## src/hdl/frbcc_pkg.sv

```systemverilog
`default_nettype none

package frbcc_pkg;

  // Line bytes with a fixed meaning.
  localparam logic [7:0] FlagByte = 8'h5c;
  localparam logic [7:0] EscByte  = 8'h5d;
  localparam logic [7:0] EscFlag  = 8'h7c;
  localparam logic [7:0] EscEsc   = 8'h7d;

  localparam int unsigned MaxPayloadDef = 1024;

  // Widths of the result word fields.
  localparam int unsigned DataW     = 8;
  localparam int unsigned KindW     = 4;
  localparam int unsigned LenFieldW = 11;
  localparam int unsigned LenSat    = 2047;

  // Control kinds: the two information kinds come first.
  localparam int unsigned NumKinds     = 9;
  localparam int unsigned NumSup       = 7;
  localparam logic [KindW-1:0] KindFirstSup = 4'd2;

  // Result queue depth, a power of two of at least two.
  localparam int unsigned OutDepth = 4;

  // Configuration port.
  localparam int unsigned CfgIdxW  = 3;
  localparam int unsigned CfgDataW = 56;

  typedef enum logic [CfgIdxW-1:0] {
    CfgAddrA = 3'd0,
    CfgAddrB = 3'd1,
    CfgInfo0 = 3'd2,
    CfgInfo1 = 3'd3,
    CfgSup   = 3'd4
  } cfg_idx_e;

  localparam logic [7:0]          AddrARst = 8'd3;
  localparam logic [7:0]          AddrBRst = 8'd1;
  localparam logic [7:0]          Info0Rst = 8'd0;
  localparam logic [7:0]          Info1Rst = 8'd64;
  localparam logic [CfgDataW-1:0] SupRst   = 56'd36311942822561539;

  typedef enum logic [1:0] {
    StCtrlOk   = 2'd0,
    StInfoOk   = 2'd1,
    StInfoErr  = 2'd2,
    StOverlong = 2'd3
  } status_e;

  typedef struct packed {
    logic                 is_end;
    logic [DataW-1:0]     data;
    logic                 addr_sel;
    logic [KindW-1:0]     kind;
    status_e              status;
    logic [LenFieldW-1:0] len;
  } res_t;

endpackage

`default_nettype wire

```

## src/hdl/frame_receiver_destuff_bcc_core.sv

```systemverilog
`default_nettype none

// Byte-stuffed frame receiver. Line bytes arrive one word per handshake on the
// input channel; the block hunts for the flag 0x5c, checks an address byte,
// a control byte and a header check (address XOR control), then either
// closes a supervisory frame on the next flag or destuffs the payload of an
// information frame and hands it on one byte late, so that the final byte
// (the payload check) is never passed on. Each closing flag gives an end
// word carrying the frame kind, a check status and the payload length.
// One input word is taken in every clock cycle unless the input stalls: the
// frame state, the destuffing and the running XOR are all updated in the
// cycle of the handshake, and its result words are registered. A single line
// byte can give two result words (a held payload byte and an end word, or
// two payload bytes after a broken escape); these go into a four-word result
// queue, and the input stalls only while fewer than two queue slots are free,
// so the input runs at full rate whenever the output drains one word a cycle.
// Configuration writes may only be made while no frame is being processed.
module frame_receiver_destuff_bcc_core import frbcc_pkg::*; #(
  parameter int unsigned MaxPayload = MaxPayloadDef
) (
  input  wire logic                 clk_i,
  input  wire logic                 rst_ni,
  input  wire logic                 cfg_we_i,
  input  wire logic [CfgIdxW-1:0]   cfg_index_i,
  input  wire logic [CfgDataW-1:0]  cfg_data_i,
  input  wire logic                 in_valid_i,
  output logic                      in_stall_o,
  input  wire logic [DataW-1:0]     rx_byte_i,
  output logic                      out_valid_o,
  input  wire logic                 out_stall_i,
  output logic                      is_end_o,
  output logic [DataW-1:0]          data_byte_o,
  output logic                      address_sel_o,
  output logic [KindW-1:0]          ctrl_kind_o,
  output logic [1:0]                status_o,
  output logic [LenFieldW-1:0]      payload_len_o
);

  // The byte counter must reach one past the limit to mark an overlong frame.
  localparam int unsigned CntW = $clog2(MaxPayload + 2);
  localparam int unsigned LenW = (CntW > LenFieldW) ? CntW : LenFieldW;
  localparam logic [CntW-1:0] CntMax  = CntW'(MaxPayload);
  localparam logic [CntW-1:0] CntOver = CntW'(MaxPayload + 1);
  localparam int unsigned PtrW = $clog2(OutDepth);

  typedef enum logic [2:0] {
    PhHunt = 3'd0,
    PhFlag = 3'd1,
    PhAddr = 3'd2,
    PhCtrl = 3'd3,
    PhBcc  = 3'd4,
    PhData = 3'd5
  } phase_e;

  // Payload state: the held-back byte, the XOR of the bytes passed on so far
  // and how many were passed on.
  typedef struct packed {
    logic             valid;
    logic [DataW-1:0] held;
    logic [DataW-1:0] chk;
    logic [CntW-1:0]  cnt;
  } dstate_t;

  typedef struct packed {
    dstate_t          s;
    logic             emit;
    logic [DataW-1:0] data;
  } push_t;

  localparam dstate_t DsClear = '0;

  // Takes one destuffed byte and releases the previously held one, unless the
  // frame has already reached its length limit.
  function automatic push_t push_fn(input dstate_t s, input logic [DataW-1:0] b);
    push_t r;
    r.s    = s;
    r.emit = 1'b0;
    r.data = s.held;
    if (s.valid) begin
      if (s.cnt < CntMax) begin
        r.emit  = 1'b1;
        r.s.chk = s.chk ^ s.held;
        r.s.cnt = s.cnt + 1'b1;
      end else begin
        r.s.cnt = CntOver;
      end
    end
    r.s.held  = b;
    r.s.valid = 1'b1;
    return r;
  endfunction

  // Configuration registers.
  logic [DataW-1:0]    addr_a_q, addr_b_q, info0_q, info1_q;
  logic [CfgDataW-1:0] sup_q;

  // Frame state.
  phase_e           phase_q, phase_d;
  logic             sel_q, sel_d;
  logic [KindW-1:0] kind_q, kind_d;
  logic             esc_q, esc_d;
  dstate_t          ds_q, ds_d;

  // Result queue.
  res_t             res_q [OutDepth];
  logic [PtrW-1:0]  wr_ptr_q, rd_ptr_q;
  logic [PtrW:0]    fill_q, fill_d;

  logic             in_acc, pop;
  logic [DataW-1:0] codes [NumKinds];
  logic [DataW-1:0] cur_code, cur_addr;
  logic             kind_hit;
  logic [KindW-1:0] kind_match;

  logic             p1_do, p2_do, end_do, data_path, esc_in;
  logic [DataW-1:0] p1_val, p2_val;
  dstate_t          ds_in, ds_mid, ds_fin;
  push_t            pa, pb;
  logic             e1, e2;
  res_t             dr1, dr2, er, slot0, slot1;
  logic [1:0]       n_wr;
  status_e          end_status;
  logic [CntW-1:0]  end_len;
  logic [LenW-1:0]  end_len_x;

  assign in_stall_o  = fill_q > (PtrW+1)'(OutDepth - 2);
  assign in_acc      = in_valid_i && !in_stall_o;
  assign out_valid_o = fill_q != '0;
  assign pop         = out_valid_o && !out_stall_i;

  // Control code table: the two information codes, then the seven packed
  // supervisory codes.
  always_comb begin
    codes[0] = info0_q;
    codes[1] = info1_q;
    for (int k = 0; k < NumSup; k++) begin
      codes[k + 2] = sup_q[DataW*k +: DataW];
    end
  end

  // Lowest matching kind wins when codes are equal.
  always_comb begin
    kind_hit   = 1'b0;
    kind_match = '0;
    for (int k = NumKinds - 1; k >= 0; k--) begin
      if (rx_byte_i == codes[k]) begin
        kind_hit   = 1'b1;
        kind_match = KindW'(k);
      end
    end
  end

  assign cur_code = codes[kind_q];
  assign cur_addr = sel_q ? addr_b_q : addr_a_q;

  always_comb begin
    phase_d   = phase_q;
    sel_d     = sel_q;
    kind_d    = kind_q;
    esc_d     = esc_q;
    ds_in     = ds_q;
    esc_in    = esc_q;
    data_path = 1'b0;
    end_do    = 1'b0;
    p1_do     = 1'b0;
    p1_val    = '0;
    p2_do     = 1'b0;
    p2_val    = '0;

    if (in_acc) begin
      unique case (phase_q)
        PhHunt: begin
          if (rx_byte_i == FlagByte) phase_d = PhFlag;
        end
        PhFlag: begin
          priority if (rx_byte_i == addr_a_q) begin
            sel_d   = 1'b0;
            phase_d = PhAddr;
          end else if (rx_byte_i == addr_b_q) begin
            sel_d   = 1'b1;
            phase_d = PhAddr;
          end else if (rx_byte_i == FlagByte) begin
            phase_d = PhFlag;
          end else begin
            phase_d = PhHunt;
          end
        end
        PhAddr: begin
          priority if (kind_hit) begin
            kind_d  = kind_match;
            phase_d = PhCtrl;
          end else if (rx_byte_i == FlagByte) begin
            phase_d = PhFlag;
          end else begin
            phase_d = PhHunt;
          end
        end
        PhCtrl: begin
          priority if (rx_byte_i == FlagByte) begin
            phase_d = PhFlag;
          end else if (rx_byte_i == (cur_addr ^ cur_code)) begin
            phase_d = PhBcc;
          end else begin
            phase_d = PhHunt;
          end
        end
        PhBcc: begin
          priority if (rx_byte_i == FlagByte) begin
            ds_in  = DsClear;
            end_do = 1'b1;
          end else if (kind_q < KindFirstSup) begin
            ds_in     = DsClear;
            esc_in    = 1'b0;
            data_path = 1'b1;
            phase_d   = PhData;
          end else begin
            phase_d = PhHunt;
          end
        end
        PhData: begin
          if (rx_byte_i == FlagByte) begin
            // A lone escape before the closing flag is kept as data.
            p1_do  = esc_q;
            p1_val = EscByte;
            end_do = 1'b1;
          end else begin
            data_path = 1'b1;
          end
        end
        default: phase_d = PhHunt;
      endcase
    end

    if (data_path) begin
      esc_d = 1'b0;
      if (esc_in) begin
        p1_do = 1'b1;
        if (rx_byte_i == EscFlag) begin
          p1_val = FlagByte;
        end else if (rx_byte_i == EscEsc) begin
          p1_val = EscByte;
        end else begin
          // Broken escape: keep the escape byte and treat this one afresh.
          p1_val = EscByte;
          if (rx_byte_i == EscByte) begin
            esc_d = 1'b1;
          end else begin
            p2_do  = 1'b1;
            p2_val = rx_byte_i;
          end
        end
      end else if (rx_byte_i == EscByte) begin
        esc_d = 1'b1;
      end else begin
        p1_do  = 1'b1;
        p1_val = rx_byte_i;
      end
    end

    pa     = push_fn(ds_in, p1_val);
    ds_mid = p1_do ? pa.s : ds_in;
    pb     = push_fn(ds_mid, p2_val);
    ds_fin = p2_do ? pb.s : ds_mid;
    e1     = p1_do && pa.emit;
    e2     = p2_do && pb.emit;

    ds_d = ds_fin;
    if (end_do) begin
      ds_d    = DsClear;
      esc_d   = 1'b0;
      phase_d = PhHunt;
    end
  end

  // End word contents, taken from the payload state after this byte.
  always_comb begin
    priority if (kind_q >= KindFirstSup) begin
      end_status = StCtrlOk;
      end_len    = '0;
    end else if (ds_fin.cnt > CntMax) begin
      end_status = StOverlong;
      end_len    = CntMax;
    end else if (!ds_fin.valid) begin
      end_status = StInfoErr;
      end_len    = '0;
    end else begin
      end_status = (ds_fin.held == ds_fin.chk) ? StInfoOk : StInfoErr;
      end_len    = ds_fin.cnt;
    end
    end_len_x = LenW'(end_len);
  end

  always_comb begin
    dr1 = '{is_end: 1'b0, data: pa.data, addr_sel: sel_q, kind: kind_q,
            status: StCtrlOk, len: '0};
    dr2 = '{is_end: 1'b0, data: pb.data, addr_sel: sel_q, kind: kind_q,
            status: StCtrlOk, len: '0};
    er  = '{is_end: 1'b1, data: '0, addr_sel: sel_q, kind: kind_q,
            status: end_status,
            len: (end_len_x > LenW'(LenSat)) ? LenFieldW'(LenSat)
                                             : end_len_x[LenFieldW-1:0]};
    slot0 = er;
    slot1 = er;
    n_wr  = 2'd0;
    priority if (e1) begin
      slot0 = dr1;
      if (e2) begin
        slot1 = dr2;
        n_wr  = 2'd2;
      end else if (end_do) begin
        slot1 = er;
        n_wr  = 2'd2;
      end else begin
        n_wr = 2'd1;
      end
    end else if (e2) begin
      slot0 = dr2;
      n_wr  = 2'd1;
    end else if (end_do) begin
      slot0 = er;
      n_wr  = 2'd1;
    end else begin
      n_wr = 2'd0;
    end
  end

  assign fill_d = fill_q + (PtrW+1)'(n_wr) - (PtrW+1)'(pop);

  always_ff @(posedge clk_i or negedge rst_ni) begin
    if (!rst_ni) begin
      addr_a_q <= AddrARst;
      addr_b_q <= AddrBRst;
      info0_q  <= Info0Rst;
      info1_q  <= Info1Rst;
      sup_q    <= SupRst;
      phase_q  <= PhHunt;
      sel_q    <= 1'b0;
      kind_q   <= '0;
      esc_q    <= 1'b0;
      ds_q     <= DsClear;
      wr_ptr_q <= '0;
      rd_ptr_q <= '0;
      fill_q   <= '0;
    end else begin
      if (cfg_we_i) begin
        unique case (cfg_index_i)
          CfgAddrA: addr_a_q <= cfg_data_i[DataW-1:0];
          CfgAddrB: addr_b_q <= cfg_data_i[DataW-1:0];
          CfgInfo0: info0_q  <= cfg_data_i[DataW-1:0];
          CfgInfo1: info1_q  <= cfg_data_i[DataW-1:0];
          CfgSup:   sup_q    <= cfg_data_i;
          default: ;
        endcase
      end
      phase_q  <= phase_d;
      sel_q    <= sel_d;
      kind_q   <= kind_d;
      esc_q    <= esc_d;
      ds_q     <= ds_d;
      wr_ptr_q <= wr_ptr_q + PtrW'(n_wr);
      rd_ptr_q <= rd_ptr_q + PtrW'(pop);
      fill_q   <= fill_d;
    end
  end

  // Queue storage carries payload only and needs no reset.
  always_ff @(posedge clk_i) begin
    if (n_wr != 2'd0) res_q[wr_ptr_q] <= slot0;
    if (n_wr == 2'd2) res_q[wr_ptr_q + 1'b1] <= slot1;
  end

  assign is_end_o      = res_q[rd_ptr_q].is_end;
  assign data_byte_o   = res_q[rd_ptr_q].data;
  assign address_sel_o = res_q[rd_ptr_q].addr_sel;
  assign ctrl_kind_o   = res_q[rd_ptr_q].kind;
  assign status_o      = res_q[rd_ptr_q].status;
  assign payload_len_o = res_q[rd_ptr_q].len;

endmodule

`default_nettype wire
```

## config.mk

```make
export PLATFORM = sky130hd
export DESIGN_NAME = frame_receiver_destuff_bcc_core
export DESIGN_NICKNAME = d
export VERILOG_FILES = /design/src/hdl/frbcc_pkg.sv /design/src/hdl/frame_receiver_destuff_bcc_core.sv
export SDC_FILE = /design/constraint.sdc
export NUM_CORES = 1
export LEC_CHECK = 0
export ABC_CLOCK_PERIOD_IN_PS = 5520
export BUFFER_PORTS_ARGS = -buffer_cell sky130_fd_sc_hd__buf_2
export CORE_MARGIN = 2
export CORE_UTILIZATION = 40
export CTS_CLUSTER_DIAMETER = 60
export CTS_CLUSTER_SIZE = 20
export DETAILED_ROUTE_END_ITERATION = 10
export GPL_ROUTABILITY_DRIVEN = 0
export SYNTH_ARGS = -nofsm -noshare
export SYNTH_HDL_FRONTEND = slang
export SYNTH_SLANG_ARGS = --single-unit
```

## constraint.sdc

```tcl
create_clock -name clk_i -period 5.52 [get_ports clk_i]
set_input_delay 0.276 -clock clk_i [delete_from_list [all_inputs] [get_ports clk_i]]
set_output_delay 0.276 -clock clk_i [all_outputs]
set_load 0.05 [all_outputs]
```

=== Word-level counts from Yosys, hierarchy flattened ===
Memories as Yosys holds them, arrays and structs flattened.
Index checks and enable logic that the tools add are counted.

* Bits in registers: 132
* RAM bits: 108
* Input port bits: 72
* Output and inout bits: 29
* Word-level logic and storage cells: 200
* Memories: 1

* Add/subtract/negate cells: 7
* Magnitude comparators: 8
* Equal/unequal tests: 30
* Multiplexer cells: 112
* Bitwise operators: 4
* Reduce and logical (&&, ||, !) cells: 22

{| class="wikitable"
|+ Memories
! name !! depth !! width !! read ports !! clocked after Yosys merged registers in !! write ports !! RTL line !! text
|-
| res_q || 4 || 27 || 1 || 0 || 2 || frame_receiver_destuff_bcc_core.sv:105 || <nowiki>res_t res_q [OutDepth];</nowiki>
|}

{| class="wikitable"
|+ Operators by type and width
! kind !! count
|-
| 28-bit 2-to-1 mux || 7
|-
| 8-bit equality test || 13
|-
| 8-bit 2-to-1 mux || 13
|-
| 27-bit 2-to-1 mux || 3
|-
| 11-bit 2-to-1 mux || 6
|-
| 1-bit 2-to-1 mux || 49
|-
| 20-bit 2-to-1 mux || 2
|-
| 4-bit 2-to-1 mux || 9
|-
| 8-bit binary-select mux with 4-bit select || 1
|-
| 8-bit by 7-bit equality test with 1-bit output (second input constant) || 4
|-
| 3-bit 2-to-1 mux || 8
|-
| 8-bit bitwise XOR || 3
|-
| 11-bit by 1-bit adder with 11-bit output (second input constant) || 2
|-
| 11-bit > comparator (second input constant) || 2
|-
| 11-bit less-than comparator (second input constant) || 2
|-
| 7-bit 2-to-1 mux || 3
|-
| 2-bit 2-to-1 mux || 9
|-
| 3-bit case mux with 6 select lines || 1
|-
| 3-bit by 2-bit equality test with 1-bit output (second input constant) || 4
|-
| 2-bit AND reduction || 5
|-
| 3-bit equality test (second input constant) || 3
|-
| 2-bit nonzero test || 4
|-
| 3-bit by 1-bit equality test with 1-bit output (second input constant) || 2
|-
| 3-bit zero test || 2
|-
| other kinds (20) || 26
|}

=== Logic depth before layout (Yosys ltp) ===
Gate-level depths: netlist of run 1.

* Depth in word-level cells: 20
* Gate-level depth with buffers: 24
* Gate-level depth less buffers: 19

=== Least setup slack after synthesis of run 1 ===
No wires, ideal clock.

* Path type: input -> register
* Start point: input rx_byte_i[5]
* End point: memory res_q[1][0] in the netlist's numbering, enable pin
* Setup time: 453 ps
* Arrival time: 5,797 ps
* Required time: 5,067 ps
* Slack: -730 ps
* Stages: 18
* Buffers on the path: 5
* Path through: buf_2 > or3b_1 > buf_2 > o31a_1 > or2_2 > clkbuf_1 > clkbuf_1 > and2_1 > ha_1 > nand3_1 > nor3_1 > a31oi_1 > nand2_1 > clkbuf_1 > o21ai_0 > ha_1 > nor2_1 > a211oi_1

{| class="wikitable"
|+ RTL lines
! what !! RTL line !! text
|-
| start: declaration || frame_receiver_destuff_bcc_core.sv:28 || <nowiki>input wire logic [DataW-1:0] rx_byte_i,</nowiki>
|-
| end: declaration || frame_receiver_destuff_bcc_core.sv:105 ||
|}

==> results.md, run 1 <==
- The run finished with clean final reports.
- The share of the synthesized area in compound gates (AO/OA/AOI/OAI) is 0.08963.
- The required time of the critical path is 5.87 ns.
- CTS saw 240 sinks.
- Synthesis produced a netlist with a net count of 1247.
- The initial antenna violation count is 0.
- For this run, the register share of the synthesized area comes to 0.4878.
- The clock slew at the register clock pins of the worst setup and hold paths is 0.08 ns.
- Prior to clock tree synthesis, the placed netlist has a worst setup slack of 0.4060 ns.
- The gate count after technology mapping is 1164.
- For this design, the slowest cell found on the critical path is sky130_fd_sc_hd__or3_1.
- The largest fanout on the critical path is 9.
- The fraction of the mapped netlist area in adder cells is 0.01077.
- Of the post-synthesis cell area, the part taken by muxes is 0.1620.
- The post-synthesis cell area is 0.01347 mm^2.
- The die is 187.5 um wide.
- The share of layout cells above drive strength 1 is 0.2748.
- The post-layout total power is 5.228 mW.
- The chip height is 187.5 um.
- The first-pass GRT wire length is between 50000 and 60000 um.
- Max-cap violations in this run came to 0.
- The longest individual stage delay on the worst path is 0.54 ns.
- For this configuration, the core starts out at a cell density of 0.4037.
- The tightest min-delay check is of the in -> reg type.
- The number of clock buffers inserted by TritonCTS is 24.
- The total half-perimeter wirelength after legalization and detailed placement is 24900 um.
- The final setup skew is 0.01965 ns.
- The launching element type of the critical path is a register.
- The initialized floorplan defines 67 standard-cell rows.
- The max-slew violation count came to 0.
- Of the post-synthesis cell area, the dominant cell type holds 0.2408.
- After synthesis, the largest family of logic cells by area is multiplexers.
- The latest clock arrival within the worst-skew pair is between 0.5 and 0.6 ns.
- The buffer type at the clock tree root is sky130_fd_sc_hd__clkbuf_16.
- Of the total synthesized cell area, the portion taken by AND, OR, NAND and NOR gates is 0.1403.
- The type of the worst setup path is reg -> reg.
- The ratio of routed vias to standard cells is 5.592.
- In the synthesized netlist, the cells that appear most often are sky130_fd_sc_hd__dfrtp_1, sky130_fd_sc_hd__edfxtp_1, sky130_fd_sc_hd__nor2_1.
- The count of cell types in the netlist is 76.
- The number of setup violations in the final report is 0.
- The number of nets in the final layout is between 1k and 1.5k.
- The total routing resource utilization after global routing is 0.2033.
- Among all flip-flop cells after synthesis, the most frequent one is sky130_fd_sc_hd__dfrtp_1.
- For this run, asynchronously set or reset flops after synthesis account for 0.5500.
- In the post-synthesis netlist, the biggest area contributors are sky130_fd_sc_hd__edfxtp_1, sky130_fd_sc_hd__dfrtp_1, sky130_fd_sc_hd__mux2_2.
- After synthesis, the mean cell area works out to 11.57 um^2.
- The number of global-route vias before repair is 10.04k.
- 0 antenna diodes ended up in the layout.
- The final hold violation count is 0.
- The area added between synthesis and finish is 18.16%.
- Global routing finished with a remaining overflow of 0.
- The longest clock path from root to sink contains 3 buffers.
- The signal on the critical path passes through or3_1 -> o31a_1 -> or2_2 -> and2_1 -> ha_1 -> nand3_1 -> nor3_1 -> a31oi_2 -> nand2_1 -> o21ai_0 -> ha_1 -> nor2b_1 -> nand2_1 -> o21ai_1 -> nand2_1 -> nor4_1.
- The clock tree from TritonCTS is done.
- Setup slack closes at 0.5396 ns.
- The number of synthesized flops with an enable pin is 108.
- The fmax is 200.8 MHz.
- Counting I/O delays and the setup requirement, the final critical path takes around 5.0 ns.
- The leakage component of the power is 6.066 nW.
- Setup repair after global routing left no endpoint under its margin.
- After detailed routing, the total wire length is ~36000 um.
- The final setup TNS is 0 ns.
- STA classifies the critical path endpoint as a register.
- The post-CTS setup repair buffer count is 0.
- The cell area after placement is about 0.015 mm^2.
- The share of the cycle needed by the critical path after routing is 0.9022.
- The total area inside the core boundary comes to 0.03336 mm^2.
- The number of port buffers is 100.
- about 100 I/O pins were placed.
- The H-tree depth is 1.
- After the first detailed-routing iteration, the DRC count stood at 735.
- The count of state elements after synthesis is 240.
- Dividing total power by cell area gives a power density of 328.5 mW/mm^2.
- The most repeated cell in the gate-level netlist after synthesis is sky130_fd_sc_hd__dfrtp_1.
- The die area is 0.03516 mm^2.
- Summing all non-filler instances in the final layout gives an area of 0.01592 mm^2.
- Data arrives at the worst endpoint at 5.33 ns.
- The cell type with the highest occurrence count on the critical path is sky130_fd_sc_hd__nand2_1.
- In the final routed layout, each cell accounts on average for approximately 20 um.
- The pin slew with the least headroom to its limit is 1.311 ns.
- The final antenna-violating net count is 0.
- The length of the first detailed-routing pass in iterations is 5.
- The relative slew slack is 0.1138.
- The count of vias placed by the detailed router is 9893.
- The XOR/XNOR share of the synthesized area is 0.08388.
- The detailed-route DRC error count is 0.
- The largest net degree at the start of global routing is between 80 and 90.
- The leading area contributor after synthesis is sky130_fd_sc_hd__edfxtp_1.
- During synthesis, Yosys emitted a total of 0 warnings.
- The worst-case IR drop observed on VDD is 0.2448 mV.
-- registers in the layout, indices dropped and copies added, names as in the netlist --
name	cells
addr_a_q	8
addr_b_q	8
ds_q	28
esc_q	1
fill_q	3
info0_q	8
info1_q	8
kind_q	4
phase_q	3
rd_ptr_q	2
res_q	108
sel_q	1
sup_q	56
wr_ptr_q	2
-- area by class of cell --
type                            instances  area [um^2]
Fill cell                            3054        17450
Multi-Input combinational cell        839         6614
Sequential cell                       240         6573
Timing Repair Buffer                  184         1265
Clock buffer                           26        629.4
Tap cell                              448        560.5
Clock inverter                         18        222.7
Inverter                               14        52.55
-- per-stage QoR --
step	std cells	hold WS [ns]	utilization
2_1_floorplan	1164	-0.01959	-
3_3_place_gp	1679	0.3863	0.4373
3_5_place_dp	1679	0.3920	0.4373
4_1_cts	1769	0.0002532	0.4767
5_1_grt	1769	0.01078	0.4770
6_report	1769	0.02015	0.4770
-- cells in the final DEF, fill, tap and decap left out, types with 22 or more instances in the layout --
cell,instances
sky130_fd_sc_hd__nand2_1,68
sky130_fd_sc_hd__nor2_1,96
sky130_fd_sc_hd__buf_2,99
sky130_fd_sc_hd__mux2_2,90
sky130_fd_sc_hd__clkbuf_16,25
sky130_fd_sc_hd__nand3_1,24
sky130_fd_sc_hd__dlygate4sd3_1,46
sky130_fd_sc_hd__mux4_2,43
sky130_fd_sc_hd__nand4_1,23
sky130_fd_sc_hd__dfrtp_1,111
sky130_fd_sc_hd__edfxtp_1,108
sky130_fd_sc_hd__nor4_1,22
sky130_fd_sc_hd__buf_4,37
sky130_fd_sc_hd__o21ai_0,49
sky130_fd_sc_hd__a21oi_1,53
sky130_fd_sc_hd__nor3_1,24
sky130_fd_sc_hd__xnor2_1,70
sky130_fd_sc_hd__xor2_1,59
-- report_power, final --
part           internal (mW)  switching, mW  leakage (nW)  total (mW)
combinational          0.557          0.666          2.98        1.22
clock                  0.891          0.828         0.407        1.72
sequential              2.04          0.241          2.68        2.29
-- layer usage --
| metal | up-vias | share of wire | global-route usage |
|---|---|---|---|
| met1 | 4923 | 0.44 | 0.2724 |
| met4 | 0 | 0.026 | 0.05966 |
| met3 | 64 | 0.052 | 0.03013 |
| met2 | 309 | 0.48 | 0.3437 |
| li1 | 4597 | - | - |
| met5 | - | 0 | 0 |
-- worst max-delay path: cells and delay by family, from the launching register on --
| kind | cells | cell delay [ns] |
|---|---|---|
| AOI/OAI and AO/OA | 4 | 1.23 |
| adders and majority gates | 2 | 0.56 |
| DFF | 1 | 0.37 |
| and+or+nand+nor | 10 | 2.61 |
-- repair_timing --
action / 4_1_cts / 5_1_grt
hold buffers: 46 / 0
gates resized for setup: 0 / 3
endpoints found under the setup margin: 0 / 4
hold endpoints to repair: 119 / 0
-- path summary, 6_finish.rpt --
| kind | slack (ns) | startpoint | to | cells after the start |
|---|---|---|---|---|
| setup / recovery | 0.54 | kind_q[2]$_DFFE_PN0P_ | res_q[1][7]$_DFFE_PP_ | 16 |
| hold / removal | 0.02 | cfg_data_i[16] | sup_q[16]$_DFFE_PN1P_ | 2 |
| setup reg to reg | 0.54 | kind_q[2]$_DFFE_PN0P_ | res_q[1][7]$_DFFE_PP_ | 16 |
| hold reg to reg | 0.55 | fill_q[0]$_DFF_PN0_ | fill_q[0]$_DFF_PN0_ | 1 |
| max in group asynchronous | 3.99 | rst_ni | sup_q[29]$_DFFE_PN0P_ | 3 |
| min in group asynchronous | 0.35 | rst_ni | sup_q[4]$_DFFE_PN0P_ | 2 |
-- logic make-up after synthesis --
logic type               after synthesis
AO/OA/AOI/OAI                        182
XOR/XNOR                             129
adder cells (fa/ha/maj)               11
buffers and inverters                 85
flip-flops                           240
multiplexers                         153
AND/OR/NAND/NOR                      364
Note: power is estimated with default switching activity, not from simulation.
==> inputs of run 2 (changes only) <==
--- a/config.mk
+++ b/config.mk
@@ -8,11 +8,12 @@
 export ABC_CLOCK_PERIOD_IN_PS = 5520
 export BUFFER_PORTS_ARGS = -buffer_cell sky130_fd_sc_hd__buf_2
 export CORE_MARGIN = 2
-export CORE_UTILIZATION = 40
+export CORE_UTILIZATION = 55
 export CTS_CLUSTER_DIAMETER = 60
 export CTS_CLUSTER_SIZE = 20
 export DETAILED_ROUTE_END_ITERATION = 10
 export GPL_ROUTABILITY_DRIVEN = 0
+export PLACE_DENSITY = 0.77
 export SYNTH_ARGS = -nofsm -noshare
 export SYNTH_HDL_FRONTEND = slang
 export SYNTH_SLANG_ARGS = --single-unit
==> run 2 against run 1 <==
Compared with the run above:
- clock power is 12% lower
- first-iteration DRC count grew 5.9%
- final cell count fell by 8.3%
- register-to-register slack improved by 0.16 ns
- critical path type unchanged
- largest cell class unchanged
- largest power group unchanged
==> results.md, run 2 (same netlist as run 1, synthesis figures left out) <==
- The worst hold slack across all endpoints is about 0.016 ns.
- Compared with the post-synthesis result, the final layout area differs by 14.75%.
- The library cell used most frequently in the layout, excluding fill and tap cells, is sky130_fd_sc_hd__dfrtp_1.
- Tracing the worst setup path back leads to its startpoint at kind_q[3]$_DFFE_PN0P_.
- The number of antenna repair diodes is 0.
- The clock tree from TritonCTS is done.
- The data arrival time of the worst path is 5.14 ns.
- Setup repair after global routing left no endpoint under its margin.
- The pin slew with the least headroom to its limit is roughly 1.1 ns.
- The floorplan has 57 rows.
- For this run, the share of the core covered by cells in the final layout is 0.6393.
- The worst setup path is of the reg -> reg kind.
- In this run the critical register-to-register path is launched from kind_q[3]$_DFFE_PN0P_.
- Clock tree synthesis found a total of 240 sinks.
- The power per standard cell area is 324.7 mW/mm^2.
- The final design area excluding fillers is roughly 0.015 mm^2.
- The pre-antenna-repair detailed-routing pass consisted of 5 iterations.
- Pin placement for this block handled 101 I/O pins.
- For this run, design rule violations remaining after detail routing come to 0.
- The tree is rooted in a sky130_fd_sc_hd__clkbuf_16.
- The min-delay analysis places its worst path in the category in -> reg.
- The multi-input logic area is between 0.006 and 0.007 mm^2.
- The chip height is 160.5 um.
- The initial antenna violation count came to 1.
- The final antenna-violating net count is 0.
- The worst pin sits at a relative slew slack of 0.2402.
- After clock tree synthesis, the clock-pin slew on the worst setup and hold paths is approximately 0.080 ns.
- The total half-perimeter wirelength after legalization and detailed placement is approximately 24000 um.
- The largest registers in the layout are res_q (108), sup_q (56), ds_q (28).
- The launching element type of the critical path is a register.
- The post-CTS setup repair buffer count is 0.
- The total grt overflow is 0.
- For the worst setup path, the data required time is 5.84 ns.
- The area taken by flip-flops and latches is roughly 0.0066 mm^2.
- CTS built an H-tree with a depth of 1.
- TritonCTS created 20 clock buffers.
- The setup slack of the most critical reg-to-reg path is 0.70 ns.
- The share of the cycle needed by the critical path after routing is 0.8731.
- The worst reg-to-reg path cell count is 16.
- Entering global routing, the biggest net connects 76 pins.
- The latest clock arrival within the worst-skew pair is 0.51 ns.
- After the flow finishes, the layout carries non-filler instances totaling around 1.6k.
- The worst setup path is captured at a register.
- The share of layout cells above drive strength 1 is 0.2696.
- Dividing the detail-routed via count by the number of cells gives 6.111.
- The final hold violation count came to 0.
- The starting density of the core is 0.5572.
- The wire length per cell after detailed routing is around 21 um.
- Port buffering added 100 buffers.
- For this block, the via count after detailed routing is around 9.9k.
- The number of flip-flops in the largest register is 108.
- The final setup TNS is 0 ns.
- Including well taps, the total number of placed cells is 1554.
- The max-slew violation count was 0.
- The fill cell total of the finished layout is 1824.
- The number of nets in the final layout is 1367.
- Across every metal layer, demand over resource in global routing totals 0.2647.
- The die area is 0.02576 mm^2.
- The endpoint of the most critical setup path is res_q[1][7]$_DFFE_PP_.
- The run finished with clean final reports.
- Static timing analysis puts the maximum clock frequency at 207.5 MHz.
- Of all nets on the critical path, the largest fanout is 16.
- The overall die width is 160.5 um.
- The number of setup violations in the final report is 0.
- More flip-flops sit in one register than any other, and that register is res_q.
- The endpoint of the worst register-to-register path is res_q[1][7]$_DFFE_PP_.
- The clock passes through at most 3 buffers.
- Leaving out fill and tap cells, the most frequent cells in the layout are sky130_fd_sc_hd__dfrtp_1, sky130_fd_sc_hd__edfxtp_1, sky130_fd_sc_hd__buf_2.
- The final period demand of the worst path is 4.820 ns.
- The first-pass GRT wire length is 54060 um.
- The number of global-route vias before repair is 9983.
- For this block, the routed nets add up to 33850 um of wire.
- After the first detailed-routing iteration, the DRC count stood at 778.
- The leakage component of the power is around 5.9 nW.
- The final setup skew is 0.01860 ns.
- Summing all placed instances gives a cell area of 0.01442 mm^2.
- Across the VDD grid, the largest voltage drop is 0.3356 mV.
- The number of max-cap violations is 0.
- The core footprint is 0.02418 mm^2.
run 2: layout make-up:
class	count	area share
Timing Repair Buffer	169	0.07204
Multi-Input combinational cell	839	0.4271
Tap cell	324	0.02623
Sequential cell	240	0.4252
Inverter	14	0.003400
Clock buffer	26	0.03796
Clock inverter	10	0.008095
run 2: timing repair:
item	in CTS	in global routing
resized for setup	0	1
hold buffers	31	1
endpoints found under the setup margin	0	1
endpoints found under the hold margin	96	1
run 2: power by group:
part | leakage, nW | total (mW) | switching (mW) | internal [mW]
Clock | 0.338 | 1.51 | 0.687 | 0.823
Sequential | 2.68 | 2.28 | 0.239 | 2.05
Combinational | 2.91 | 1.22 | 0.676 | 0.548
run 2: how the worst min path moves through the flow:
stage | slack, ns | depth (start not counted) | to | start
finish | 0.02 | 2 | sup_q[44]$_DFFE_PN0P_ | cfg_data_i[44]
global route | 0.008 | 2 | sup_q[40]$_DFFE_PN1P_ | cfg_data_i[40]
CTS | 0.0001 | 2 | sup_q[44]$_DFFE_PN0P_ | cfg_data_i[44]
detailed placement | 0.51 | 1 | sup_q[23]$_DFFE_PN0P_ | rst_ni
global placement | 0.49 | 1 | rd_ptr_q[1]$_DFF_PN0_ | rd_ptr_q[1]$_DFF_PN0_
floorplan | -0.02 | 0 | addr_a_q[2]$_DFFE_PN0P_ | rst_ni
run 2: routing by layer:
layer,global-route usage,part of all wire
met1,0.3558,0.42
met2,0.4520,0.50
met4,0.07453,0.021
met5,0,0.00038
met3,0.03848,0.060
run 2: stage by stage:
stage / setup WS [ns] / power, mW
after floorplan: -0.7298 / 3.201
after global placement: 0.8369 / 3.496
after detailed placement: 0.6415 / 3.532
after CTS: 0.6047 / 5.058
after global routing: 0.2879 / 5.229
final: 0.7004 / 5.019
run 2: worst max-delay path: stages, from the launching register on:
cell	delay [ns]
sky130_fd_sc_hd__dfrtp_1	0.56
sky130_fd_sc_hd__or3_1	0.44
sky130_fd_sc_hd__o31a_1	0.18
sky130_fd_sc_hd__or2_2	0.41
sky130_fd_sc_hd__and2_1	0.19
sky130_fd_sc_hd__ha_1	0.25
sky130_fd_sc_hd__nand3_1	0.18
sky130_fd_sc_hd__nor3_1	0.08
sky130_fd_sc_hd__a31oi_1	0.23
sky130_fd_sc_hd__nand2_1	0.12
sky130_fd_sc_hd__o21ai_0	0.22
sky130_fd_sc_hd__ha_1	0.31
sky130_fd_sc_hd__nor2b_1	0.25
sky130_fd_sc_hd__nand2_1	0.21
sky130_fd_sc_hd__o21ai_1	0.36
sky130_fd_sc_hd__nand2_1	0.32
sky130_fd_sc_hd__nor4_1	0.33
